## src/rtl/bblur_pkg.sv

```systemverilog
`timescale 1ns / 1ps

package bblur_pkg;

	// Frame geometry
	localparam int WIDTH_MAX = 1024;
	localparam int ROW_W = 16;
	localparam int COL_W = (WIDTH_MAX > 1) ? $clog2(WIDTH_MAX) : 1;
	localparam int EW = $clog2(WIDTH_MAX + 1);

	// Configuration port
	localparam int CFG_IDX_W = 2;
	localparam int CFG_DATA_W = 16;
	localparam int CFG_WIDTH_W = 11;
	localparam int CFG_HEIGHT_W = 16;
	localparam logic [CFG_IDX_W-1:0] REG_IMAGE_WIDTH = 2'd0;
	localparam logic [CFG_IDX_W-1:0] REG_IMAGE_HEIGHT = 2'd1;
	localparam logic [CFG_WIDTH_W-1:0] WIDTH_RESET = 11'd1024;
	localparam logic [CFG_HEIGHT_W-1:0] HEIGHT_RESET = 16'd768;

	// Input word kinds
	localparam logic MODE_PIXEL = 1'b0;
	localparam logic MODE_FLUSH = 1'b1;

	// Pixel format: red in the low byte, then green, then blue
	localparam int CH_W = 8;
	localparam int CHANNELS = 3;
	localparam int PIX_W = CH_W * CHANNELS;

	// Results owed; at most width+1 held back plus one arriving
	localparam int PEND_W = $clog2(WIDTH_MAX + 3);

	// Pixel ring: the oldest neighbour is 2*width+2 words back
	localparam int RING_SPAN = 2 * WIDTH_MAX + 3;
	localparam int FILL_W = $clog2(RING_SPAN + 1);
	localparam int QDEPTH = 4;
	localparam int QAW = $clog2(QDEPTH);
	localparam int RING_AW = $clog2(RING_SPAN + WIDTH_MAX + QDEPTH + 8);
	localparam int RING_DEPTH = 2 ** RING_AW;
	localparam int AGE_W = $clog2(RING_SPAN) + 2;

	// Window arithmetic
	localparam int TAPS = 9;
	localparam int TAP_IDX_W = $clog2(TAPS);
	localparam int SUM_W = $clog2(TAPS * 255 + 1);
	localparam int NUM_W = SUM_W + 1;
	localparam int CNT_W = $clog2(TAPS + 1);
	localparam int DIV_W = CNT_W + 1;
	localparam int STEP_W = $clog2(CH_W);

	typedef struct packed {
		logic [TAPS-1:0]    mask;
		logic [PEND_W-1:0]  newest;
		logic [EW-1:0]      width;
		logic [RING_AW-1:0] wptr;
		logic [FILL_W-1:0]  fill;
		logic               frame_end;
	} job_t;

endpackage

```

## src/rtl/bblur_front.sv

```systemverilog
`timescale 1ns / 1ps

module bblur_front import bblur_pkg::*; (
	input  logic                  clk,
	input  logic                  arst_n,
	input  logic                  cfg_valid,
	output logic                  cfg_ready,
	input  logic [CFG_IDX_W-1:0]  cfg_index,
	input  logic [CFG_DATA_W-1:0] cfg_data,
	input  logic                  s_valid,
	output logic                  s_ready,
	input  logic                  s_mode,
	input  logic [PIX_W-1:0]      s_pixel,
	input  logic                  q_full,
	output logic                  q_push,
	output job_t                  q_job,
	output logic                  ring_we,
	output logic [RING_AW-1:0]    ring_waddr,
	output logic [PIX_W-1:0]      ring_wdata
);

	typedef struct packed {
		logic [ROW_W-1:0] row;
		logic [COL_W-1:0] col;
	} pos_t;

	function automatic pos_t advance(pos_t p, logic [EW-1:0] w, logic [ROW_W-1:0] h);
		pos_t         n;
		logic [EW:0]  c1;
		logic [ROW_W:0] r1;
		n = p;
		c1 = (EW+1)'(p.col) + (EW+1)'(1);
		r1 = (ROW_W+1)'(p.row) + (ROW_W+1)'(1);
		if (c1 >= (EW+1)'(w)) begin
			n.col = '0;
			if (r1 >= (ROW_W+1)'(h)) begin
				n.row = '0;
			end else begin
				n.row = r1[ROW_W-1:0];
			end
		end else begin
			n.col = c1[COL_W-1:0];
		end
		return n;
	endfunction

	logic [CFG_WIDTH_W-1:0]  width_q;
	logic [CFG_HEIGHT_W-1:0] height_q;
	pos_t                    out_pos_q;
	logic [PEND_W-1:0]       pending_q;
	logic [RING_AW-1:0]      wptr_q;
	logic [FILL_W-1:0]       fill_q;

	logic [EW-1:0]    w_eff;
	logic [ROW_W-1:0] h_eff;
	logic             accept;
	logic             is_pixel;
	logic             emit;
	logic [FILL_W-1:0] fill_next;
	logic [2:0]       row_ok;
	logic [2:0]       col_ok;

	assign cfg_ready = 1'b1;
	assign s_ready = !q_full;
	assign accept = s_valid && s_ready;
	assign is_pixel = (s_mode == MODE_PIXEL);

	always_comb begin
		if (width_q == '0) begin
			w_eff = EW'(1);
		end else if (width_q > CFG_WIDTH_W'(WIDTH_MAX)) begin
			w_eff = EW'(WIDTH_MAX);
		end else begin
			w_eff = EW'(width_q);
		end
		h_eff = (height_q == '0) ? ROW_W'(1) : height_q;
	end

	// A pixel releases a result once more than width+1 are held back
	always_comb begin
		if (is_pixel) begin
			emit = accept && (pending_q > PEND_W'(w_eff));
		end else begin
			emit = accept && (pending_q != '0);
		end
		fill_next = fill_q;
		if (accept && is_pixel && fill_q != FILL_W'(RING_SPAN)) begin
			fill_next = fill_q + FILL_W'(1);
		end
	end

	// Which neighbours of the outgoing position lie inside the frame
	always_comb begin
		row_ok[0] = (out_pos_q.row != '0) &&
			((ROW_W+1)'(out_pos_q.row) <= (ROW_W+1)'(h_eff));
		row_ok[1] = out_pos_q.row < h_eff;
		row_ok[2] = ((ROW_W+1)'(out_pos_q.row) + (ROW_W+1)'(1)) < (ROW_W+1)'(h_eff);
		col_ok[0] = (out_pos_q.col != '0) &&
			((EW+1)'(out_pos_q.col) <= (EW+1)'(w_eff));
		col_ok[1] = (EW+1)'(out_pos_q.col) < (EW+1)'(w_eff);
		col_ok[2] = ((EW+1)'(out_pos_q.col) + (EW+1)'(1)) < (EW+1)'(w_eff);
		for (int r = 0; r < 3; r++) begin
			for (int c = 0; c < 3; c++) begin
				q_job.mask[r*3 + c] = row_ok[r] && col_ok[c];
			end
		end
		q_job.newest = is_pixel ? pending_q : pending_q - PEND_W'(1);
		q_job.width = w_eff;
		q_job.wptr = is_pixel ? wptr_q + RING_AW'(1) : wptr_q;
		q_job.fill = fill_next;
		q_job.frame_end = (out_pos_q.row == h_eff - ROW_W'(1)) &&
			(EW'(out_pos_q.col) == w_eff - EW'(1));
	end

	assign q_push = emit;
	assign ring_we = accept && is_pixel;
	assign ring_waddr = wptr_q;
	assign ring_wdata = s_pixel;

	always_ff @(posedge clk or negedge arst_n) begin
		if (!arst_n) begin
			width_q <= WIDTH_RESET;
			height_q <= HEIGHT_RESET;
			out_pos_q <= '0;
			pending_q <= '0;
			wptr_q <= '0;
			fill_q <= '0;
		end else begin
			if (cfg_valid && cfg_ready) begin
				unique case (cfg_index)
					REG_IMAGE_WIDTH: width_q <= cfg_data[CFG_WIDTH_W-1:0];
					REG_IMAGE_HEIGHT: height_q <= cfg_data[CFG_HEIGHT_W-1:0];
					default: ;
				endcase
			end
			if (accept && is_pixel) begin
				wptr_q <= wptr_q + RING_AW'(1);
			end
			fill_q <= fill_next;
			if (emit) begin
				out_pos_q <= advance(out_pos_q, w_eff, h_eff);
			end
			if (accept && is_pixel && !emit) begin
				pending_q <= pending_q + PEND_W'(1);
			end else if (accept && !is_pixel && emit) begin
				pending_q <= pending_q - PEND_W'(1);
			end
		end
	end

endmodule

```

## config.mk

```make
export PLATFORM = sky130hd
export DESIGN_NAME = bblur_front
export DESIGN_NICKNAME = d
export VERILOG_FILES = /design/src/rtl/bblur_pkg.sv /design/src/rtl/bblur_front.sv
export SDC_FILE = /design/constraint.sdc
export NUM_CORES = 1
export LEC_CHECK = 0
export ABC_AREA = 1
export BUFFER_PORTS_ARGS = -buffer_cell sky130_fd_sc_hd__buf_4
export CORE_MARGIN = 10
export CORE_UTILIZATION = 58
export CTS_CLUSTER_SIZE = 40
export DETAILED_ROUTE_END_ITERATION = 8
export PLACE_DENSITY = 0.83
export RECOVER_POWER = 100
export SLEW_MARGIN = 20
export SYNTH_ARGS = -nofsm -noshare
export SYNTH_HDL_FRONTEND = slang
export SYNTH_SLANG_ARGS = --single-unit
```

## constraint.sdc

```tcl
create_clock -name clk -period 3.78 [get_ports clk]
set_clock_uncertainty 0.15 [all_clocks]
set_input_delay 0.189 -clock clk [delete_from_list [all_inputs] [get_ports clk]]
set_output_delay 0.189 -clock clk [all_outputs]
set_load 0.01 [all_outputs]
```

-- After elaboration in Yosys (flattened, before gate mapping)
Index checks and enable logic that the tools add are counted.
- flip-flop bits (word level): 88
- input port bits: 48
- output and inout port bits: 96
- word-level logic and storage cells: 73
- $add $sub $neg: 8
- magnitude comparators: 10
- eq/ne operators: 4
- mux-type cells: 11
- bitwise operators: 1
- reductions and logical operators: 32
- operators with widths (kind ; number):
    two-way mux 11 bit ; 5
    two-way mux 16 bit ; 2
    adder 12 x 1 -> 12 bit (second input constant) ; 2
    two-way mux 12 bit ; 2
    subtractor 11 x 1 -> 11 bit (second input constant) ; 2
    logical AND 1 bit ; 20
    adder 16 x 1 -> 17 bit (second input constant) ; 1
    greater-or-equal comparator 17 x 16 -> 1 bit ; 1
    < comparator 17 x 16 -> 1 bit ; 1
    == test 16 bit ; 1
    <= comparator 16 bit ; 1
    zero test 16 bit ; 1
    < comparator 16 bit ; 1
    nonzero test 16 bit ; 1
    subtractor 16 x 1 -> 16 bit (second input constant) ; 1
    < comparator 12 x 11 -> 1 bit ; 1
    inequality test 12 bit (second input constant) ; 1
    adder 10 x 1 -> 11 bit (second input constant) ; 1
    adder 11 x 1 -> 11 bit (second input constant) ; 1
    == test 10 x 11 -> 1 bit ; 1
    greater-or-equal comparator 11 bit ; 1
    greater-than comparator 11 bit ; 1
    greater-than comparator 11 bit (second input constant) ; 1
    <= comparator 10 x 11 -> 1 bit ; 1
    other kinds (12) ; 15

-- Depth between registers and ports, before layout
Gate-level depths: netlist of run 1.
- word-level depth: 9
- depth in mapped cells: 21
- mapped depth without buffers: 20

-- Least setup slack after synthesis of run 1
No wires, ideal clock.
- kind: register -> register
- start point: register width_q[6]
- end point: register pending_q[7]
- library setup time: 130 ps
- arrival time: 2682 ps
- required time: 3500 ps
- setup slack: 818 ps
- cell stages (with the launch flop): 20
- path buffers: 3
- clock period less this slack: 2962 ps
- path through: dfrtp_1 buf_6 nor2_1 nand3_1 o21ai_4 buf_6 inv_1 nor2_1 inv_1 ha_1 nand2_1 o21ai_0 nand3_1 nand3_1 nand2_1 nand2_1 buf_2 nand2_1 o211ai_1 o21ai_0
- RTL lines (element ; line ; RTL):
    start, declared ; bblur_front.sv:47 ; logic [CFG_WIDTH_W-1:0] width_q;
    start signal, assigned ; bblur_front.sv:131 ; REG_IMAGE_WIDTH: width_q <= cfg_data[CFG_WIDTH_W-1:0];
    end signal, assigned ; bblur_front.sv:144 ; pending_q <= pending_q + PEND_W'(1);
    end signal, assigned ; bblur_front.sv:146 ; pending_q <= pending_q - PEND_W'(1);
    end, declared ; bblur_front.sv:50 ; logic [PEND_W-1:0] pending_q;

==> reports/results.ini, run 1 <==
[yosys]
async_flop_share=1.00
synth_nets=1238
synth_seq_cells=88
ys.flop_type=dfrtp_1
synthesis.area_sq_um=7820
syn_inst=1116
ys_warn_count=0
seq_area_frac_synth=0.282
synth_edf_count=0
yosysUniqueCellTypes=48
avgSynthCellArea_sq_um=7.01

[clocking]
clock_sinks=88
clk_latency_ps=370
cts_buffer_depth=2
cts_buffers=9
h-tree-depth=3
root_buffer=clkbuf_16
clk_pin_slew_worst_paths_ps=70
cts_tree=done

[final_layout]
num_antenna_cells=0
nets=1324
final_common_cell=nand2_1
fin_cells=1383
drive_gt1_frac=0.0953
area_delta_synth_final_pct=13.0
fin_util=0.667
layout_common_cells=nand2_1 (268), inv_1 (141), nor2_1 (106), nand3_1 (83), dfrtp_1 (80)

[setup_path]
worstPathCellList=inv_1 > nor3_1 > nand4_1 > nor2_1 > xor2_1 > inv_1 > ha_1 > a21oi_1 > o21ai_0 > a211oi_1 > nand2_1 > nor2_1 > clkbuf_1
critPathSlowestCell=dfrtp_1
critical_path_buf_inv_count=3
r2r-end=out_pos_q[20]$_DFFE_PN0P_
path_delay_family=simple AND/OR/NAND/NOR gates
worstSetupStartpoint=out_pos_q[2]$_DFFE_PN0P_
arrival_ps=3240
cp-end-kind=output pin
r2r_cells=15
start_kind=flip-flop
slowest_delay_ps=490
crit_type=flip-flop to output pin
critPathRequiredTime_ps=3440
crit_fanout=5
r2r_start=out_pos_q[2]$_DFFE_PN0P_
regToRegSetupSlack_ps=230

[sta]
drv_slew=67
fin_ws_ps=197
worst_pin_slew_ps=1660
finalSetupTns_ps=0
slew_headroom=-0.104
setup-violations-final=0
max_freq_mhz=279
min_period_ps=3580
period_share=0.948
hold_viol_final=0

[route]
finalWirelength_um=22000
ant_nets=0
vias=7751
drt_iter0_drc=805
first_pass_iters=7
viasPerCell=5.60
wire_per_inst_um=15.9
remaining_drc_errors=0

[run_status]
run_status=complete, but fails checks
violations=max-capacitance violations, max-slew violations

[placed_design]
pre_cts_ws_ps=425
dpl.cell_count=1341
gp_congestion=0.976
hpwl_um=16300
io_buffers=94

[power_and_ir_drop]
p_sw_w=0.00241
pwr-share-seq=0.292
totalPowerFinal_w=0.00512
power_density_nw_per_um2=580
peakVddDrop_mv=0.432
cell_internal_pwr_w=0.00271
combPwrFrac=0.518
switching_share=0.471
p_leak_nw=4.53
clock_power_share=0.190

[worst_hold_path]
hold_class=primary input to flip-flop
hold_path_depth=4
hold_path_end=pending_q[9]$_DFFE_PN0P_
min_from=s_valid

[floorplanning]
fp.dieH_um=136
row_count=42
io_pins=144
start_util=0.591
die_w_um=136
coreArea_sq_um=13200
die-area_sq_um=18500

[global_routing]
met2_usage=0.375
use_met3=0.0561
grt_usage=0.235
antenna_found_initial=0
grt_overflow_total=0
grt_pass1_vias=7377
grt_pass1_wl_um=35700
grt_max_degree=67
met1_usage=0.304
grt_busiest_layer=met2

[job]
max-cap-violations=1

==> registers in the layout, summed over array words and instances (netlist names) <==
register    cells
pending_q      11
ring_waddr     12
fill_q         12
width_q        11
out_pos_q      26
height_q       16
==> power by group through the flow <==
stage	clock network, W	registers, W	logic, W
floorplan	0	0.00142	0.00179
CTS	0.000974	0.00149	0.00272
global route	0.00102	0.00154	0.00299
global placement	0	0.00149	0.00262
detailed placement	0	0.00151	0.00268
finish	0.000974	0.00150	0.00265
==> stage by stage <==
| stage | hold slack [ps] | area [sq um] |
|---|---|---|
| after floorplan | -257 | 7820 |
| after global placement | 178 | 8470 |
| after detailed placement | 180 | 8470 |
| after CTS | 175 | 8950 |
| after global routing | 195 | 8840 |
| final | 168 | 8840 |
==> layer usage <==
metal | part of all wire | wire length, um
met1 | 0.43 | 9530
met2 | 0.46 | 10100
met3 | 0.084 | 1860
met4 | 0.025 | 558
met5 | 0 | 0
==> area by class of cell <==
cell class / count / area [sq um]
Timing Repair Buffer: 130 / 800
Fill cell: 1194 / 4410
Multi-Input combinational cell: 829 / 4750
Inverter: 144 / 541
Sequential cell: 88 / 2210
Tap cell: 176 / 220
Clock inverter: 7 / 85.1
Clock buffer: 9 / 225
==> worst max-delay path by stage <==
stage	cells past startpoint	to	slack (ps)
finish	13	q_job[49]	200
global route	15	out_pos_q[20]$_DFFE_PN0P_	-30
CTS	13	q_job[47]	40
detailed placement	13	q_job[47]	420
global placement	13	q_job[47]	500
floorplan	19	pending_q[7]$_DFFE_PN0P_	820
==> worst reg2reg max path: cells and delay by family (launching register included) <==
kind            cells  cell delay (ps)
buf+inv             2              210
simple gates        8             1580
compound gates      3              570
flops               1              490
fa+ha+maj           1              300
xor+xnor            1              160
==> cells in the mapped netlist (4+ instances only) <==
cell        n  share of area
nand3_2     5         0.0064
nor4_1      6         0.0048
buf_6       4         0.0058
nand3_1    83          0.053
a21oi_1    35          0.022
dfrtp_1    85           0.27
nor3_1     16          0.010
buf_2       6         0.0038
nor2_2      5         0.0040
ha_1       74           0.12
nor2_1    110          0.053
inv_1     141          0.068
o22ai_1    12         0.0096
clkbuf_1   14         0.0067
a211oi_1    4         0.0038
xnor2_1    15          0.017
nand4_1    23          0.018
nand2_1   270           0.13
buf_4      29          0.028
xor2_1     53          0.059
nand3b_1    5         0.0048
o221ai_1    4         0.0045
o21ai_0    78          0.050
==> cell families (layout without fill, tap and decap cells) <==
group           count (synthesis)  in the layout  share of synthesized area
simple gates                  536            536                      0.299
compound gates                148            148                      0.105
flops                          88             88                      0.282
other cells                     1              1                   0.000479
buf+inv                       199            290                      0.114
xor+xnor                       69             69                     0.0790
fa+ha+maj                      74             74                      0.118
mux                             1              1                    0.00144
==> timing repair <==
action                                  in CTS  in global routing
buffers inserted                             0                  9
endpoints found under the setup margin       0                  9
resized for setup                            0                 21
hold buffers                                17                  0
endpoints found under the hold margin       87                  0
Power figures use the tool's default switching activity.
==> inputs of run 2 (changes only) <==
CORE_MARGIN = 2   (was 10)
==> run 2 against run 1 <==
Compared with the run above: the flow still finishes with violations (max-capacitance violations, max-slew violations); hold slack worse by 160 ps; first-iteration DRC count down 18%; via count fell by 2.1%; global-route usage rose by 5.2 points; combinational power barely moved; power down 0.82%; sequential power about the same; die area shrank 22%; final area is 0.16% higher; critical path type unchanged; critical endpoint is now q_job[0]; largest cell class unchanged.
==> reports/results.ini, run 2 (same netlist as run 1, synthesis figures left out) <==
[run_status]
run_status=complete, but fails checks
violations=max-capacitance violations, max-slew violations

[setup_path]
r2r_start=width_q[6]$_DFFE_PN0P_
regToRegSetupSlack_ps=420  ; +190 ps
start_kind=flip-flop
r2r-end=out_pos_q[12]$_DFFE_PN0P_
arrival_ps=3310  ; +70 ps
crit_type=flip-flop to output pin
critPathRequiredTime_ps=3440  ; about the same
r2r_cells=15  ; unchanged
cp-end-kind=output pin
crit_fanout=4  ; -1

[global_routing]
grt_pass1_wl_um=33300  ; -6.9%
use_met3=0.0471  ; -0.00904
met2_usage=0.469  ; +0.0938
met1_usage=0.391  ; +0.0862
grt_busiest_layer=met2
grt_overflow_total=0  ; unchanged
antenna_found_initial=0  ; unchanged
grt_max_degree=76  ; +13%
grt_pass1_vias=6987  ; -5.3%
grt_usage=0.287  ; +0.0518

[sta]
period_share=0.967  ; +0.0186
setup-violations-final=0  ; unchanged
drv_slew=76  ; +13%
finalSetupTns_ps=0  ; unchanged
min_period_ps=3650  ; +70.3 ps
hold_viol_final=0  ; unchanged
worst_pin_slew_ps=1930  ; +275 ps
slew_headroom=-0.287  ; -0.183
max_freq_mhz=274  ; -1.9%
fin_ws_ps=126  ; -70.3 ps

[final_layout]
largest_reg_flops=26  ; unchanged
area_delta_synth_final_pct=13.1
drive_gt1_frac=0.111  ; +0.0158
nets=1314  ; -0.76%
top_regs=out_pos_q: 26 flops, height_q: 16 flops
layout_common_cells=nand2_1 (269), inv_1 (140), nor2_1 (107), nand3_1 (82), dfrtp_1 (82)
final_common_cell=nand2_1
num_antenna_cells=0  ; unchanged
regMostFlops=out_pos_q

[route]
vias=7586  ; -2.1%
remaining_drc_errors=0  ; unchanged
drt_iter0_drc=660  ; -18%
first_pass_iters=5  ; -2
viasPerCell=5.53  ; -1.4%
finalWirelength_um=20200  ; -8.0%
ant_nets=0  ; unchanged
wire_per_inst_um=14.7  ; -7.4%

[power_and_ir_drop]
peakVddDrop_mv=0.427  ; -1.1%
power_density_nw_per_um2=574  ; -0.97%
p_leak_nw=4.59  ; +1.5%

[clocking]
cts_tree=done
clock_sinks=88  ; unchanged
cts_buffers=9  ; unchanged
clk_latency_ps=360  ; about the same
h-tree-depth=3  ; unchanged
cts_buffer_depth=2  ; unchanged
root_buffer=clkbuf_16
clk_pin_slew_worst_paths_ps=70  ; about the same

[job]
max-cap-violations=1  ; unchanged

[worst_hold_path]
hold_path_end=height_q[2]$_DFFE_PN0P_
min_from=cfg_data[2]
hold_class=primary input to flip-flop
hold_path_depth=3  ; -1

[floorplanning]
die-area_sq_um=14400  ; -22%
die_w_um=120  ; -12%
row_count=42  ; unchanged
io_pins=144  ; unchanged
coreArea_sq_um=13200  ; -0.40%
start_util=0.593  ; +0.00235
fp.dieH_um=120  ; -12%

[placed_design]
gp_congestion=0.953  ; -2.3%
io_buffers=94  ; unchanged
pre_cts_ws_ps=408  ; -17.2 ps
hpwl_um=15100  ; -7.4%

-- run 2: per-layer routing --
layer | up-vias | wire length [um] | share of wire
met5 | - | 0 | 0
met3 | 32 | 1590 | 0.079
met2 | 301 | 9420 | 0.47
met1 | 3476 | 8860 | 0.44
li1 | 3777 | - | -
met4 | 0 | 372 | 0.018
-- run 2: worst max path at each step --
stage | start | endpoint | slack, ps | cells after the start
floorplan | width_q[6]$_DFFE_PN0P_ | pending_q[7]$_DFFE_PN0P_ | 820 | 19
global placement | out_pos_q[1]$_DFFE_PN0P_ | out_pos_q[22]$_DFFE_PN0P_ | 500 | 15
detailed placement | out_pos_q[1]$_DFFE_PN0P_ | out_pos_q[12]$_DFFE_PN0P_ | 410 | 15
CTS | width_q[3]$_DFFE_PN0P_ | q_job[47] | 30 | 13
global route | width_q[3]$_DFFE_PN0P_ | q_push | -50 | 14
finish | width_q[10]$_DFFE_PN1P_ | q_job[0] | 130 | 14
-- run 2: stage by stage --
step	instances	util	cell area, sq um	total power, W	hold WS, ps
after CTS	1368	0.674	8890	0.00512	5.06
after detailed placement	1340	0.642	8460	0.00413	228
after global routing	1373	0.671	8850	0.00550	14.9
after global placement	1340	0.642	8460	0.00407	228
after floorplan	1116	-	7820	0.00321	-257
final	1373	0.671	8850	0.00508	7.65
-- run 2: critical path: stages, from the launching register on --
cell and delay [ps]:
dfstp_2 590, nor3_1 70, a21oi_1 370, inv_1 240
ha_1 380, nor3_1 190, nand3_1 110, a21oi_1 190
nand3_1 110, nor2_1 100, nand2_1 70, nor2_1 100
nand4_1 100, nor2_2 180, buf_4 150
-- run 2: cell type report --
class	count	area, sq um
Clock inverter	6	70.1
Timing Repair Buffer	118	805
Fill cell	1148	4340
Clock buffer	10	239
Sequential cell	88	2210
Inverter	144	541
Tap cell	176	220
Multi-Input combinational cell	831	4770
-- run 2: where the power goes --
part | switching (W) | internal (W) | total [W]
clock | 0.000419 | 0.000540 | 0.000959
sequential | 0.000338 | 0.00116 | 0.00149
combinational | 0.00156 | 0.00107 | 0.00263
total | 0.00232 | 0.00276 | 0.00508
-- run 2: timing repair --
| action | in CTS | in global routing |
|---|---|---|
| hold buffers | 12 | 0 |
| setup buffers | 0 | 3 |
| gates resized for setup | 0 | 11 |
| hold endpoints to repair | 86 | 0 |
| setup endpoints to repair | 0 | 9 |
