## src/rtl/bblur_pkg.sv

```systemverilog
`timescale 1ns / 1ps

package bblur_pkg;

	// Frame geometry
	localparam int WIDTH_MAX = 1024;
	localparam int ROW_W = 16;
	localparam int COL_W = (WIDTH_MAX > 1) ? $clog2(WIDTH_MAX) : 1;
	localparam int EW = $clog2(WIDTH_MAX + 1);

	// Configuration port
	localparam int CFG_IDX_W = 2;
	localparam int CFG_DATA_W = 16;
	localparam int CFG_WIDTH_W = 11;
	localparam int CFG_HEIGHT_W = 16;
	localparam logic [CFG_IDX_W-1:0] REG_IMAGE_WIDTH = 2'd0;
	localparam logic [CFG_IDX_W-1:0] REG_IMAGE_HEIGHT = 2'd1;
	localparam logic [CFG_WIDTH_W-1:0] WIDTH_RESET = 11'd1024;
	localparam logic [CFG_HEIGHT_W-1:0] HEIGHT_RESET = 16'd768;

	// Input word kinds
	localparam logic MODE_PIXEL = 1'b0;
	localparam logic MODE_FLUSH = 1'b1;

	// Pixel format: red in the low byte, then green, then blue
	localparam int CH_W = 8;
	localparam int CHANNELS = 3;
	localparam int PIX_W = CH_W * CHANNELS;

	// Results owed; at most width+1 held back plus one arriving
	localparam int PEND_W = $clog2(WIDTH_MAX + 3);

	// Pixel ring: the oldest neighbour is 2*width+2 words back
	localparam int RING_SPAN = 2 * WIDTH_MAX + 3;
	localparam int FILL_W = $clog2(RING_SPAN + 1);
	localparam int QDEPTH = 4;
	localparam int QAW = $clog2(QDEPTH);
	localparam int RING_AW = $clog2(RING_SPAN + WIDTH_MAX + QDEPTH + 8);
	localparam int RING_DEPTH = 2 ** RING_AW;
	localparam int AGE_W = $clog2(RING_SPAN) + 2;

	// Window arithmetic
	localparam int TAPS = 9;
	localparam int TAP_IDX_W = $clog2(TAPS);
	localparam int SUM_W = $clog2(TAPS * 255 + 1);
	localparam int NUM_W = SUM_W + 1;
	localparam int CNT_W = $clog2(TAPS + 1);
	localparam int DIV_W = CNT_W + 1;
	localparam int STEP_W = $clog2(CH_W);

	typedef struct packed {
		logic [TAPS-1:0]    mask;
		logic [PEND_W-1:0]  newest;
		logic [EW-1:0]      width;
		logic [RING_AW-1:0] wptr;
		logic [FILL_W-1:0]  fill;
		logic               frame_end;
	} job_t;

endpackage

```

## src/rtl/bblur_back.sv

```systemverilog
`timescale 1ns / 1ps

module bblur_back import bblur_pkg::*; (
	input  logic               clk,
	input  logic               arst_n,
	input  logic               q_empty,
	output logic               q_pop,
	input  job_t               q_job,
	output logic               ring_re,
	output logic [RING_AW-1:0] ring_raddr,
	input  logic [PIX_W-1:0]   ring_rdata,
	output logic               m_valid,
	input  logic               m_ready,
	output logic [PIX_W-1:0]   m_pixel,
	output logic               m_last
);

	localparam logic [2:0] ST_IDLE   = 3'd0;
	localparam logic [2:0] ST_GATHER = 3'd1;
	localparam logic [2:0] ST_DRAIN  = 3'd2;
	localparam logic [2:0] ST_PREP   = 3'd3;
	localparam logic [2:0] ST_DIV    = 3'd4;
	localparam logic [2:0] ST_DONE   = 3'd5;

	localparam logic [1:0] TAP_LAST = 2'd2;

	logic [2:0]        state_q;
	job_t              job_q;
	logic [1:0]        tap_r_q;
	logic [1:0]        tap_c_q;
	logic              tap_valid_s1;
	logic [STEP_W-1:0] step_q;
	logic [SUM_W-1:0]  sum_q [CHANNELS];
	logic [CNT_W-1:0]  count_q;
	logic [NUM_W-1:0]  rem_q [CHANNELS];
	logic [CH_W-1:0]   quo_q [CHANNELS];
	logic [DIV_W-1:0]  divisor_q;
	logic              out_valid_q;
	logic [PIX_W-1:0]  out_pixel_q;
	logic              out_last_q;

	logic signed [AGE_W-1:0] row_off;
	logic signed [AGE_W-1:0] age;
	logic [TAP_IDX_W-1:0]    tap_idx;
	logic                    tap_ok;
	logic [NUM_W-1:0]        shifted;
	logic [CHANNELS-1:0]     fits;
	logic                    load;

	// Distance back in the stream of the current neighbour
	always_comb begin
		case (tap_r_q)
			2'd0: row_off = $signed(AGE_W'(job_q.width));
			2'd2: row_off = -$signed(AGE_W'(job_q.width));
			default: row_off = '0;
		endcase
		age = $signed(AGE_W'(job_q.newest)) + row_off + $signed(AGE_W'(1))
			- $signed(AGE_W'(tap_c_q));
		tap_idx = TAP_IDX_W'({1'b0, tap_r_q, 1'b0}) + TAP_IDX_W'(tap_r_q)
			+ TAP_IDX_W'(tap_c_q);
		tap_ok = job_q.mask[tap_idx] && !age[AGE_W-1] &&
			(age < $signed(AGE_W'(job_q.fill)));
	end

	assign ring_re = (state_q == ST_GATHER) && tap_ok;
	assign ring_raddr = job_q.wptr - RING_AW'(1) - age[RING_AW-1:0];
	assign q_pop = (state_q == ST_IDLE) && !q_empty;
	assign load = (state_q == ST_DONE) && (!out_valid_q || m_ready);

	always_comb begin
		shifted = NUM_W'(divisor_q) << step_q;
		for (int k = 0; k < CHANNELS; k++) begin
			fits[k] = rem_q[k] >= shifted;
		end
	end

	assign m_valid = out_valid_q;
	assign m_pixel = out_pixel_q;
	assign m_last = out_last_q;

	always_ff @(posedge clk or negedge arst_n) begin
		if (!arst_n) begin
			state_q <= ST_IDLE;
			tap_r_q <= '0;
			tap_c_q <= '0;
			tap_valid_s1 <= 1'b0;
			step_q <= '0;
			out_valid_q <= 1'b0;
		end else begin
			tap_valid_s1 <= ring_re;
			if (load) begin
				out_valid_q <= 1'b1;
			end else if (m_valid && m_ready) begin
				out_valid_q <= 1'b0;
			end
			unique case (state_q)
				ST_IDLE: begin
					tap_r_q <= '0;
					tap_c_q <= '0;
					if (!q_empty) begin
						state_q <= ST_GATHER;
					end
				end
				ST_GATHER: begin
					if (tap_c_q == TAP_LAST) begin
						tap_c_q <= '0;
						tap_r_q <= tap_r_q + 2'd1;
						if (tap_r_q == TAP_LAST) begin
							state_q <= ST_DRAIN;
						end
					end else begin
						tap_c_q <= tap_c_q + 2'd1;
					end
				end
				ST_DRAIN: state_q <= ST_PREP;
				ST_PREP: begin
					step_q <= STEP_W'(CH_W - 1);
					state_q <= ST_DIV;
				end
				ST_DIV: begin
					step_q <= step_q - STEP_W'(1);
					if (step_q == '0) begin
						state_q <= ST_DONE;
					end
				end
				ST_DONE: begin
					if (load) begin
						state_q <= ST_IDLE;
					end
				end
				default: state_q <= ST_IDLE;
			endcase
		end
	end

	always_ff @(posedge clk) begin
		if (state_q == ST_IDLE) begin
			job_q <= q_job;
			count_q <= '0;
			for (int k = 0; k < CHANNELS; k++) begin
				sum_q[k] <= '0;
			end
		end
		// Read data lands in the cycle after its tap was issued
		if (tap_valid_s1) begin
			count_q <= count_q + CNT_W'(1);
			for (int k = 0; k < CHANNELS; k++) begin
				sum_q[k] <= sum_q[k] + SUM_W'(ring_rdata[k*CH_W +: CH_W]);
			end
		end
		if (state_q == ST_PREP) begin
			divisor_q <= {count_q, 1'b0};
			for (int k = 0; k < CHANNELS; k++) begin
				rem_q[k] <= {sum_q[k], 1'b0} + NUM_W'(count_q);
				quo_q[k] <= '0;
			end
		end
		// One quotient bit per channel per cycle, highest first
		if (state_q == ST_DIV) begin
			for (int k = 0; k < CHANNELS; k++) begin
				if (fits[k]) begin
					rem_q[k] <= rem_q[k] - shifted;
				end
				quo_q[k] <= {quo_q[k][CH_W-2:0], fits[k]};
			end
		end
		if (load) begin
			out_last_q <= job_q.frame_end;
			for (int k = 0; k < CHANNELS; k++) begin
				out_pixel_q[k*CH_W +: CH_W] <= (count_q == '0) ? '0 : quo_q[k];
			end
		end
	end

endmodule

```

## config.mk

```make
export PLATFORM = sky130hd
export DESIGN_NAME = bblur_back
export DESIGN_NICKNAME = d
export VERILOG_FILES = /design/src/rtl/bblur_pkg.sv /design/src/rtl/bblur_back.sv
export SDC_FILE = /design/constraint.sdc
export NUM_CORES = 1
export LEC_CHECK = 0
export ABC_AREA = 1
export BUFFER_PORTS_ARGS = -buffer_cell sky130_fd_sc_hd__buf_2
export CAP_MARGIN = 20
export CORE_AREA = 10 10 178 180
export CTS_CLUSTER_DIAMETER = 80
export CTS_CLUSTER_SIZE = 8
export DETAILED_ROUTE_END_ITERATION = 12
export DIE_AREA = 0 0 188 190
export HOLD_SLACK_MARGIN = 0.05
export PLACE_DENSITY = 0.69
export SLEW_MARGIN = 30
export SYNTH_ARGS = -nofsm -noshare
export SYNTH_HDL_FRONTEND = slang
export SYNTH_SLANG_ARGS = --single-unit
```

## constraint.sdc

```tcl
create_clock -name clk -period 4.2 [get_ports clk]
set_input_delay 0 -clock clk [delete_from_list [all_inputs] [get_ports clk]]
set_output_delay 0 -clock clk [all_outputs]
set_load 0.02 [all_outputs]
```

### After elaboration in Yosys (flattened, before gate mapping)

Memory sizes are Yosys's and may differ from the RTL's.
Index checks and enable logic that the tools add are counted.

| word-level totals | value |
|---|---|
| bits in registers | 101 |
| RAM bits | 99 |
| input port bits | 84 |
| word-level logic and storage cells | 131 |
| memories | 3 |

Memory list:

| name | depth | bits a word | rd ports | clocked after memory_dff | wr ports | line | text |
|---|---|---|---|---|---|---|---|
| rem_q | 3 | 13 | 3 | 0 | 3 | bblur_back.sv:35 | `logic [NUM_W-1:0] rem_q [CHANNELS];` |
| sum_q | 3 | 12 | 3 | 0 | 3 | bblur_back.sv:33 | `logic [SUM_W-1:0] sum_q [CHANNELS];` |
| quo_q | 3 | 8 | 3 | 0 | 3 | bblur_back.sv:36 | `logic [CH_W-1:0] quo_q [CHANNELS];` |

| cells by class | value |
|---|---|
| add/sub/neg operators | 21 |
| $lt $le $gt $ge | 5 |
| equality and inequality tests | 12 |
| shifts and indexed selects | 1 |
| mux-type cells | 44 |
| bitwise logic cells | 9 |
| reduce and logical (&&, ||, !) cells | 20 |

Operators by type and width:

| cell | count |
|---|---|
| $add 13x4->13 | 3 |
| $ge 13x13->1 | 3 |
| $mux 13 | 3 |
| $sub 13x13->13 | 3 |
| $add 12x8->12 | 3 |
| $mux 12 | 3 |
| $pmux 14 s2 | 1 |
| $mux 8 | 3 |
| $mux 1 | 20 |
| $pmux 3 s6 | 1 |
| $mux 3 | 5 |
| $add 12x14->14 | 1 |
| $add 14x2->14 const B | 1 |
| $lt 14x13->1 | 1 |
| $neg 11->14 | 1 |
| $sub 14x3->14 | 1 |
| $shl 5x3->13 | 1 |
| $sub 12x1->12 const B | 1 |
| $sub 12x12->12 | 1 |
| $or 1x1->1 | 9 |
| $mux 4 | 2 |
| $pmux 2 s2 | 2 |
| $reduce_bool 2->1 | 4 |
| $eq 3x2->1 const B | 2 |
| other kinds (22) | 37 |

### Longest topological paths before layout

Gate-level depths: netlist of run 1.

| logic depth | value |
|---|---|
| word-level depth | 9 |
| mapped depth | 27 |
| gate-level depth less buffers | 27 |

### Worst setup path after synthesis of run 1

Ideal clock, no wire load.

| timing path | value |
|---|---|
| kind | flip-flop to output port |
| start | reg tap_r_q[0] |
| end | out ring_raddr[10] |
| data arrival time | 3.835 ns |
| data required time | 4.200 ns |
| setup slack | 0.365 ns |
| stages on the path, launching flop included | 22 |
| path buffers | 1 |
| path through | dfrtp_1 -> inv_1 -> ha_1 -> clkbuf_1 -> o21ai_0 -> fa_1 -> fa_1 -> inv_1 -> nand3_1 -> nand2_1 -> nand3_1 -> nand2_1 -> nand2_1 -> a21o_1 -> nand2_1 -> inv_1 -> ha_1 -> inv_1 -> nor3_1 -> nand3_1 -> nand4_1 -> xor2_1 |

| between the ends | value |
|---|---|
| cells in the longest elaborated chain, start to end | 6 |
| elaborated cells on any way between the ends | 7 |
| those cells by class | add/sub (4); eq/ne (1); mux (1); reduce/logical (1) |

RTL lines:

| item | line | text |
|---|---|---|
| from (decl) | bblur_back.sv:29 | `logic [1:0] tap_r_q;` |
| from (signal assigned) | bblur_back.sv:107 | `tap_r_q <= tap_r_q + 2'd1;` |
| $eq 2x2->1 / $logic_not 2->1 (equally long branches) | bblur_back.sv:52 | `case (tap_r_q)` |
| $pmux 14 s2 (*) | bblur_back.sv:52 |  |
| $add 12x14->14 (*) | bblur_back.sv:57 | `age = $signed(AGE_W'(job_q.newest)) + row_off + $signed(AGE_W'(1))` |
| $add 14x2->14 (*) | bblur_back.sv:57 |  |
| $sub 14x3->14 (*) | bblur_back.sv:58 | `- $signed(AGE_W'(tap_c_q));` |
| $sub 12x12->12 (*) | bblur_back.sv:66 | `assign ring_raddr = job_q.wptr - RING_AW'(1) - age[RING_AW-1:0];` |
| to (decl) | bblur_back.sv:10 | `output logic [RING_AW-1:0] ring_raddr,` |

Every way passes the cells marked *; elsewhere a longest branch is shown, timed or not.

### Final worst setup path of run 1

| timing path | value |
|---|---|
| start | reg job_q[26] in the netlist's numbering |
| end | out ring_raddr[11] |

| between the ends | value |
|---|---|
| cells in the longest elaborated chain, start to end | 6 |

RTL lines:

| item | line | text |
|---|---|---|
| from (decl) | bblur_back.sv:28 | `job_t job_q;` |
| from (signal assigned) | bblur_back.sv:138 | `job_q <= q_job;` |
| $neg 11->14 | bblur_back.sv:54 | `2'd2: row_off = -$signed(AGE_W'(job_q.width));` |
| $pmux 14 s2 (*) | bblur_back.sv:52 |  |
| $add 12x14->14 (*) | bblur_back.sv:57 |  |
| $add 14x2->14 (*) | bblur_back.sv:57 |  |
| $sub 14x3->14 (*) | bblur_back.sv:58 |  |
| $sub 12x12->12 (*) | bblur_back.sv:66 |  |

Marked as above.

==> results by group, run 1 <==
Logic synthesis
  • Synth Warn #: 0
  • Synth unique cells: 39
  • Leading cell types by count after synthesis: 407 x nand2_1, 284 x inv_1, 185 x edfxtp_1, 149 x nor2_1, 122 x ha_1
  • Leading register cell type out of synthesis: edfxtp_1
  • Area leader, netlist: edfxtp_1
  • Seq/Total Area, Yosys: 42.2%
  • FF+latch count, synth: 197
  • Post-synth EDFFs: 185
  • Post-Syn Area: 13900 um2
  • Top-count cell post-synth: nand2_1
  • Synth Area per Inst: 8.26 um2
  • Yosys top cell area share: approximately 40%
  • Largest cells by area after synthesis: edfxtp_1 40%, nand2_1 11%, ha_1 11%, inv_1 7.7%, nor2_1 4.0%
  • Syn_nets: between 1500 and 2000
  • Asr flop ratio synth: 6.09%
  • Cells after Synth: 1680

Worst setup path
  • Critical path fanouts, max: 5
  • Critical-path cell with the highest stage delay: edfxtp_1
  • Worst path arrival time: 4.36 ns
  • Crit path kind: flop to output pin
  • Crit. End Element: output pin
  • Worst Path Required: 4.20 ns
  • Critical Path Max Stage Delay: 0.46 ns
  • CP startpoint kind: flop
  • Top cell by count, worst path: buf_4
  • Critical Path Start: job_q[26]$_DFFE_PP_
  • Critical R2R Launch: job_q[28]$_DFFE_PP_

Finish
  • Layout cells sized above 1: 17.6%
  • Post-route insts no fill: about 2300
  • Nets: ~2100
  • # fillers: 2415
  • Area delta synth->final: 23.9%

Global route
  • Initial antenna violation count: 0
  • Total gr overflow: 0
  • First-pass GRT wire length: 56800 um
  • Number of global-route vias before repair: 11600
  • Pin count of the biggest net entering global routing: 47
  • Total GRT Usage: 19.2%

Timing
  • Slew @ Worst Pin: 0.857 ns
  • Final WS setup: -0.165 ns
  • Worst slew margin: between 40% and 50%
  • RSZ-0062 raised after global routing: yes
  • Final setup TNS: -0.267 ns
  • Clock Skew: about 0.011 ns
  • Crit path time final: ~4.4 ns
  • Worst Hold Slack: 0.0936 ns
  • Fmax: approximately 0.23 GHz
  • Final setup violation count: 2
  • Final Slew Violations: 0
  • Final Hold Fails: 0
  • Final worst path period share: 104%

Clock network
  • Num CTS Buffers: 17
  • # clock sinks: 197
  • Clock Latency Late Sink: 0.45 ns
  • H-Tree Depth: 4
  • Clock buffer depth: 2
  • CTS tree: yes
  • Clk root buf: clkbuf_16
  • Register clock-pin slew on the reported worst setup and hold paths: 0.07 ns

Floorplanning
  • # IOs: 124
  • Initial Util: 49.1%
  • Die height: 190 um
  • FP Rows: 62
  • CORE AREA: 28200 um2
  • Die X-Extent: 188 um
  • Die ar.: between 30000 and 40000 um2

Drt
  • DR DRC count: 0
  • DR WL/cell: about 15 um
  • Detail Route Antenna Nets: 0
  • DR vias: approximately 12000
  • Avg Vias per Cell: 5.16
  • DRT iter0 DRCs: roughly 730
  • DRT Pass-1 Iters: 5
  • Total Wirelength: roughly 35000 um

Status
  • Failing checks: setup timing
  • Run status: finished with violations

Placed design
  • IO buf count: 123
  • Detail Placement HPWL: 24900 um
  • RePlAce Congestion: 0.941
  • Placed Instances: 2182

Job
  • Max-cap violation count: 0

Hold path
  • Hold Startpoint: ring_rdata[20]
  • Worst Hold Class: input port to flop
[per-stage QoR]
stage	worst slack, ns	instance area, um2	utilization, %
final	-0.165	17200	60.9
after global routing	-0.317	17200	60.9
after CTS	-0.00872	16800	59.4
after detailed placement	-0.0544	15000	53.0
after global placement	0.158	14900	52.9
after floorplan	0.365	13900	-
[final cells by class]
class	instances	area [um2]	share of cell area (%)
Multi-Input combinational cell	1168	7380	42.9
Sequential cell	197	5860	34.1
Timing Repair Buffer	251	1780	10.4
Inverter	287	1080	6.27
Tap cell	384	480	2.79
Clock buffer	17	425	2.47
Clock inverter	15	191	1.11
Antenna cell	2	5.00	0.0291
[flip-flops by register name (all words and copies together), names as in the netlist, 3 cells and up]
register   count
rem_q         36
divisor_q      4
m_pixel       24
sum_q         36
job_q         56
step_q         3
state_q        3
quo_q         24
count_q        4
[logic make-up after synthesis]
family                     count (synthesis)  share of synthesized area (%)
AOI/OAI and AO/OA                        202                           8.03
adders and majority gates                133                           12.6
and+or+nand+nor                          763                           23.5
muxes                                      1                         0.0721
xor gates and xnor gates                  69                           4.35
DFF                                      197                           42.2
buffers and inverters                    315                           9.22
[worst max-delay path: cells and delay by family, from the launching register on]
family                     cells  cell delay, ns
AOI/OAI and AO/OA              2            0.42
adders and majority gates      3            0.66
buffers and inverters         11            1.34
DFF                            1            0.46
and+or+nand+nor               10            1.01
[final timing paths]
check / to / slack, ns / cells past startpoint
max in group asynchronous: tap_r_q[1]$_DFFE_PN0P_ / 3.09 / 3
min reg2reg: m_last$_DFFE_PP_ / 0.43 / 0
max: ring_raddr[11] / -0.16 / 26
max reg2reg: tap_valid_s1$_DFF_PN0_ / 0.22 / 27
min in group asynchronous: tap_valid_s1$_DFF_PN0_ / 0.64 / 3
min: sum_q[0][28]$_SDFFCE_PN0P_ / 0.09 / 3
[routing by layer]
| metal | GRT usage [%] | vias up | share of wire, % |
|---|---|---|---|
| met3 | 3.75 | 62 | 5.5 |
| met1 | 25.5 | 5476 | 46 |
| met4 | 7.02 | 0 | 2.1 |
| met5 | 0 | - | 0 |
| li1 | - | 6070 | - |
| met2 | 30.4 | 373 | 46 |
[placed cells by master, fill, tap and decap left out, drive strengths merged]
master,netlist,final
a21boi,1,1
a21o,5,5
a21oi,95,95
a22oi,4,4
a31oi,3,3
a32oi,3,3
and2,2,2
buf,18,180
bufinv,0,3
clkbuf,10,17
clkinv,0,2
clkinvlp,0,4
dfrtp,12,12
diode,0,2
dlygate4sd3,0,71
edfxtp,185,185
fa,11,11
ha,122,122
inv,287,293
mux2i,1,1
nand2,412,412
nand3,107,107
nand3b,10,10
nand4,59,59
nor2,150,150
nor3,18,18
o2111ai,1,1
o211ai,3,3
o21a,12,12
o21ai,67,67
o21bai,4,4
o22ai,2,2
o31a,1,1
o31ai,1,1
or2,5,5
xnor2,25,25
xor2,44,44
[timing repair]
item,CTS,global route
resized for setup,64,91
hold buffers,71,0
hold endpoints to repair,81,0
buffers inserted,25,10
pin swaps,25,51
setup endpoints to repair,7,8
Power of run 1 is left out: the tool's default activity adds up to more than one toggle a clock period on the data nets, which glitch-free logic cannot reach.
==> inputs of run 2 (changes only) <==
--- a/config.mk
+++ b/config.mk
@@ -8,11 +8,11 @@
 export ABC_AREA = 1
 export BUFFER_PORTS_ARGS = -buffer_cell sky130_fd_sc_hd__buf_2
 export CAP_MARGIN = 20
-export CORE_AREA = 10 10 178 180
+export CORE_AREA = 10 10 148 218
 export CTS_CLUSTER_DIAMETER = 80
 export CTS_CLUSTER_SIZE = 8
 export DETAILED_ROUTE_END_ITERATION = 12
-export DIE_AREA = 0 0 188 190
+export DIE_AREA = 0 0 158 228
 export HOLD_SLACK_MARGIN = 0.05
 export PLACE_DENSITY = 0.69
 export SLEW_MARGIN = 30
==> run 2 against run 1 <==
Against the previous run:
- the run still ends with setup timing left
- cell count shrank 1.7%
- via count rose by 0.67%
- utilization shrank 0.60 points
- clock skew increased by 0.0018 ns
- design area decreased by 0.31%
- hold slack worse by 0.033 ns
- clock-buffer cell count is the same
- register-to-register slack improved by 0.34 ns
- die area up 0.85%
- global-route usage is 0.83 points higher
- flip-flop and latch count unchanged
- critical path type unchanged
==> results by group, run 2 (synthesis results as in run 1) <==
Finish
  • Max reg flops: 56 (unchanged)
  • Post-route insts no fill: 2281 (was 2321)
  • Nets: 2133 (was 2139)
  • # fillers: 2369 (was 2415)
  • Largest regs: job_q (56), rem_q (36), sum_q (36) (unchanged)
  • Layout cells sized above 1: 17.1% (was 17.6%)
  • Leading cell types in the layout, fill and taps excluded: 385 x nand2_1, 268 x inv_1, 185 x edfxtp_1, 138 x nor2_1, 117 x buf_2 (was 385 x nand2_1, 261 x inv_1, 185 x edfxtp_1, 140 x nor2_1, 117 x buf_2)
  • Area delta synth->final: 23.5% (was 23.9%)
  • Largest register by flop count: job_q (unchanged)
  • Most common cell after layout, fill and taps aside: nand2_1 (unchanged)

Hold path
  • Worst Hold Path EP: sum_q[0][27]$_SDFFCE_PN0P_ (was sum_q[0][28]$_SDFFCE_PN0P_)
  • Hold path cells: 3 (unchanged)
  • Worst Hold Class: input port to flop (unchanged)
  • Hold Startpoint: ring_rdata[19] (was ring_rdata[20])

Drt
  • Detail Route Antenna Nets: 0 (unchanged)
  • DR WL/cell: 16.0 um (was 15.1 um)
  • DRT Pass-1 Iters: 6 (was 5)
  • Met2 WL: 18900 um (was 16100 um)
  • Met3 wire len: 1830 um (was 1940 um)
  • DR vias: 12100 (was 12000)
  • DRT iter0 DRCs: 628 (was 731)
  • Met1 WL: 14000 um (was 16300 um)
  • Total Wirelength: 36400 um (was 35100 um)
  • DR DRC count: 0 (unchanged)
  • Avg Vias per Cell: 5.29 (was 5.16)
  • Max layer used: met4 (unchanged)

Worst setup path
  • Worst Path Required: 4.20 ns (about the same)
  • CP startpoint kind: flop (unchanged)
  • Critical R2R Launch: job_q[26]$_DFFE_PP_ (was job_q[28]$_DFFE_PP_)
  • Cell Chain, Critical Path: inv_2 -> ha_4 -> buf_4 -> nand3_1 -> nand2_1 -> a32oi_1 -> ha_1 -> inv_2 -> ha_4 -> nand2_2 -> inv_1 -> nand2_2 -> nand3_4 -> buf_12 -> xor2_4 -> inv_1 -> ha_4 -> nand2_2 -> nor3_4 -> a21oi_2 -> nor2_1 -> nor2_1 -> xor2_1 -> buf_4
  • Worst path arrival time: 4.24 ns (was 4.36 ns)
  • R2R Setup Slk: 0.56 ns (was 0.22 ns)
  • R2r worst-path depth: 25 (was 27)
  • Critical path fanouts, max: 5 (unchanged)
  • Crit. End Element: output pin (unchanged)
  • Reg2reg end: tap_valid_s1$_DFF_PN0_ (unchanged)
  • Critical-path cell with the highest stage delay: edfxtp_1 (unchanged)
  • Critical Path Max Stage Delay: 0.40 ns (was 0.46 ns)
  • Crit path kind: flop to output pin (unchanged)

Floorplanning
  • # IOs: 124 (unchanged)
  • CORE AREA: 28400 um2 (was 28200 um2)
  • Initial Util: 48.8% (was 49.1%)
  • FP Rows: 76 (was 62)
  • Die height: 228 um (was 190 um)
  • Die ar.: 36000 um2 (was 35700 um2)
  • Die X-Extent: 158 um (was 188 um)

Global route
  • First-pass GRT wire length: 58600 um (was 56800 um)
  • Number of global-route vias before repair: 12300 (was 11600)
  • Pin count of the biggest net entering global routing: 41 (was 47)
  • Total gr overflow: 0 (unchanged)
  • Total GRT Usage: 20.0% (was 19.2%)
  • Initial antenna violation count: 1 (was 0)

Timing
  • Clock Skew: 0.0124 ns (was 0.0106 ns)
  • Final Slew Violations: 0 (unchanged)
  • Fmax: 0.236 GHz (was 0.229 GHz)
  • Worst slew margin: 46.4% (was 42.8%)
  • Final setup violation count: 2 (unchanged)
  • Slew @ Worst Pin: 0.803 ns (was 0.857 ns)
  • Final setup TNS: -0.0473 ns (was -0.267 ns)
  • Crit path time final: 4.24 ns (was 4.36 ns)
  • Final Hold Fails: 0 (unchanged)
  • Final worst path period share: 101% (was 104%)
  • Final WS setup: -0.0412 ns (was -0.165 ns)
  • Worst Hold Slack: 0.0602 ns (was 0.0936 ns)
  • RSZ-0062 raised after global routing: yes (unchanged)

Clock network
  • Register clock-pin slew on the reported worst setup and hold paths: 0.08 ns (was 0.07 ns)
  • Clk root buf: clkbuf_16 (unchanged)
  • CTS tree: yes (unchanged)
  • # clock sinks: 197 (unchanged)
  • Clock buffer depth: 2 (unchanged)
  • H-Tree Depth: 4 (unchanged)
  • Clock Latency Late Sink: 0.47 ns (was 0.45 ns)
  • Num CTS Buffers: 17 (unchanged)

Status
  • Run status: finished with violations (unchanged)
  • Failing checks: setup timing (unchanged)

Job
  • Max-cap violation count: 0 (unchanged)

Placed design
  • Place WS: -0.0891 ns (was -0.0544 ns)
  • Placed Instances: 2145 (was 2182)
  • RePlAce Congestion: 0.970 (was 0.941)
  • IO buf count: 123 (unchanged)
  • Detail Placement HPWL: 26700 um (was 24900 um)
## run 2: per-layer routing
| metal | track usage (%) | up-vias |
|---|---|---|
| met4 | 9.79 | 0 |
| met5 | 0 | - |
| met2 | 36.4 | 335 |
| li1 | - | 6045 |
| met3 | 3.69 | 86 |
| met1 | 21.3 | 5595 |
## run 2: layout make-up
class	count	area (um2)	area share, %
multi-input combinational	1168	7360	42.9
sequential	197	5860	34.2
timing repair buffer	245	1780	10.4
inverter	287	1080	6.30
tap	351	439	2.56
clock buffer	17	425	2.48
clock inverter	15	201	1.18
antenna	1	2.50	0.0146
## run 2: worst max path at each step
stage	from	to	slack, ns
2_1_floorplan	tap_r_q[0]$_DFFE_PN0P_	ring_raddr[10]	0.36
3_3_place_gp	job_q[25]$_DFFE_PP_	ring_re	0.04
3_5_place_dp	job_q[25]$_DFFE_PP_	ring_re	-0.09
4_1_cts	tap_r_q[0]$_DFFE_PN0P_	ring_raddr[11]	-0.009
5_1_grt	job_q[25]$_DFFE_PP_	ring_raddr[11]	-0.24
6_report	job_q[26]$_DFFE_PP_	ring_raddr[8]	-0.04
## run 2: per-stage QoR
stage	instance area, um2	utilization (%)
after global placement	14900	52.5
after floorplan	13900	-
after global routing	17100	60.3
after CTS	16800	59.1
after detailed placement	14900	52.5
final	17100	60.3
## run 2: timing repair
action,4_1_cts,5_1_grt
gates cloned,0,0
hold buffers,68,0
gates resized for setup,78,62
endpoints found under the hold margin,80,0
pin swaps,24,38
setup endpoints to repair,9,9
buffers inserted,26,9
## run 2: critical path, delay by kind of cell (launching register included)
family / cells / cell delay [ns]
and+or+nand+nor: 9 / 1.01
adders and majority gates: 4 / 0.96
buffers and inverters: 7 / 0.76
DFF: 1 / 0.40
xor gates and xnor gates: 2 / 0.35
AOI/OAI and AO/OA: 2 / 0.30
Power of run 2 is left out for the same reason.
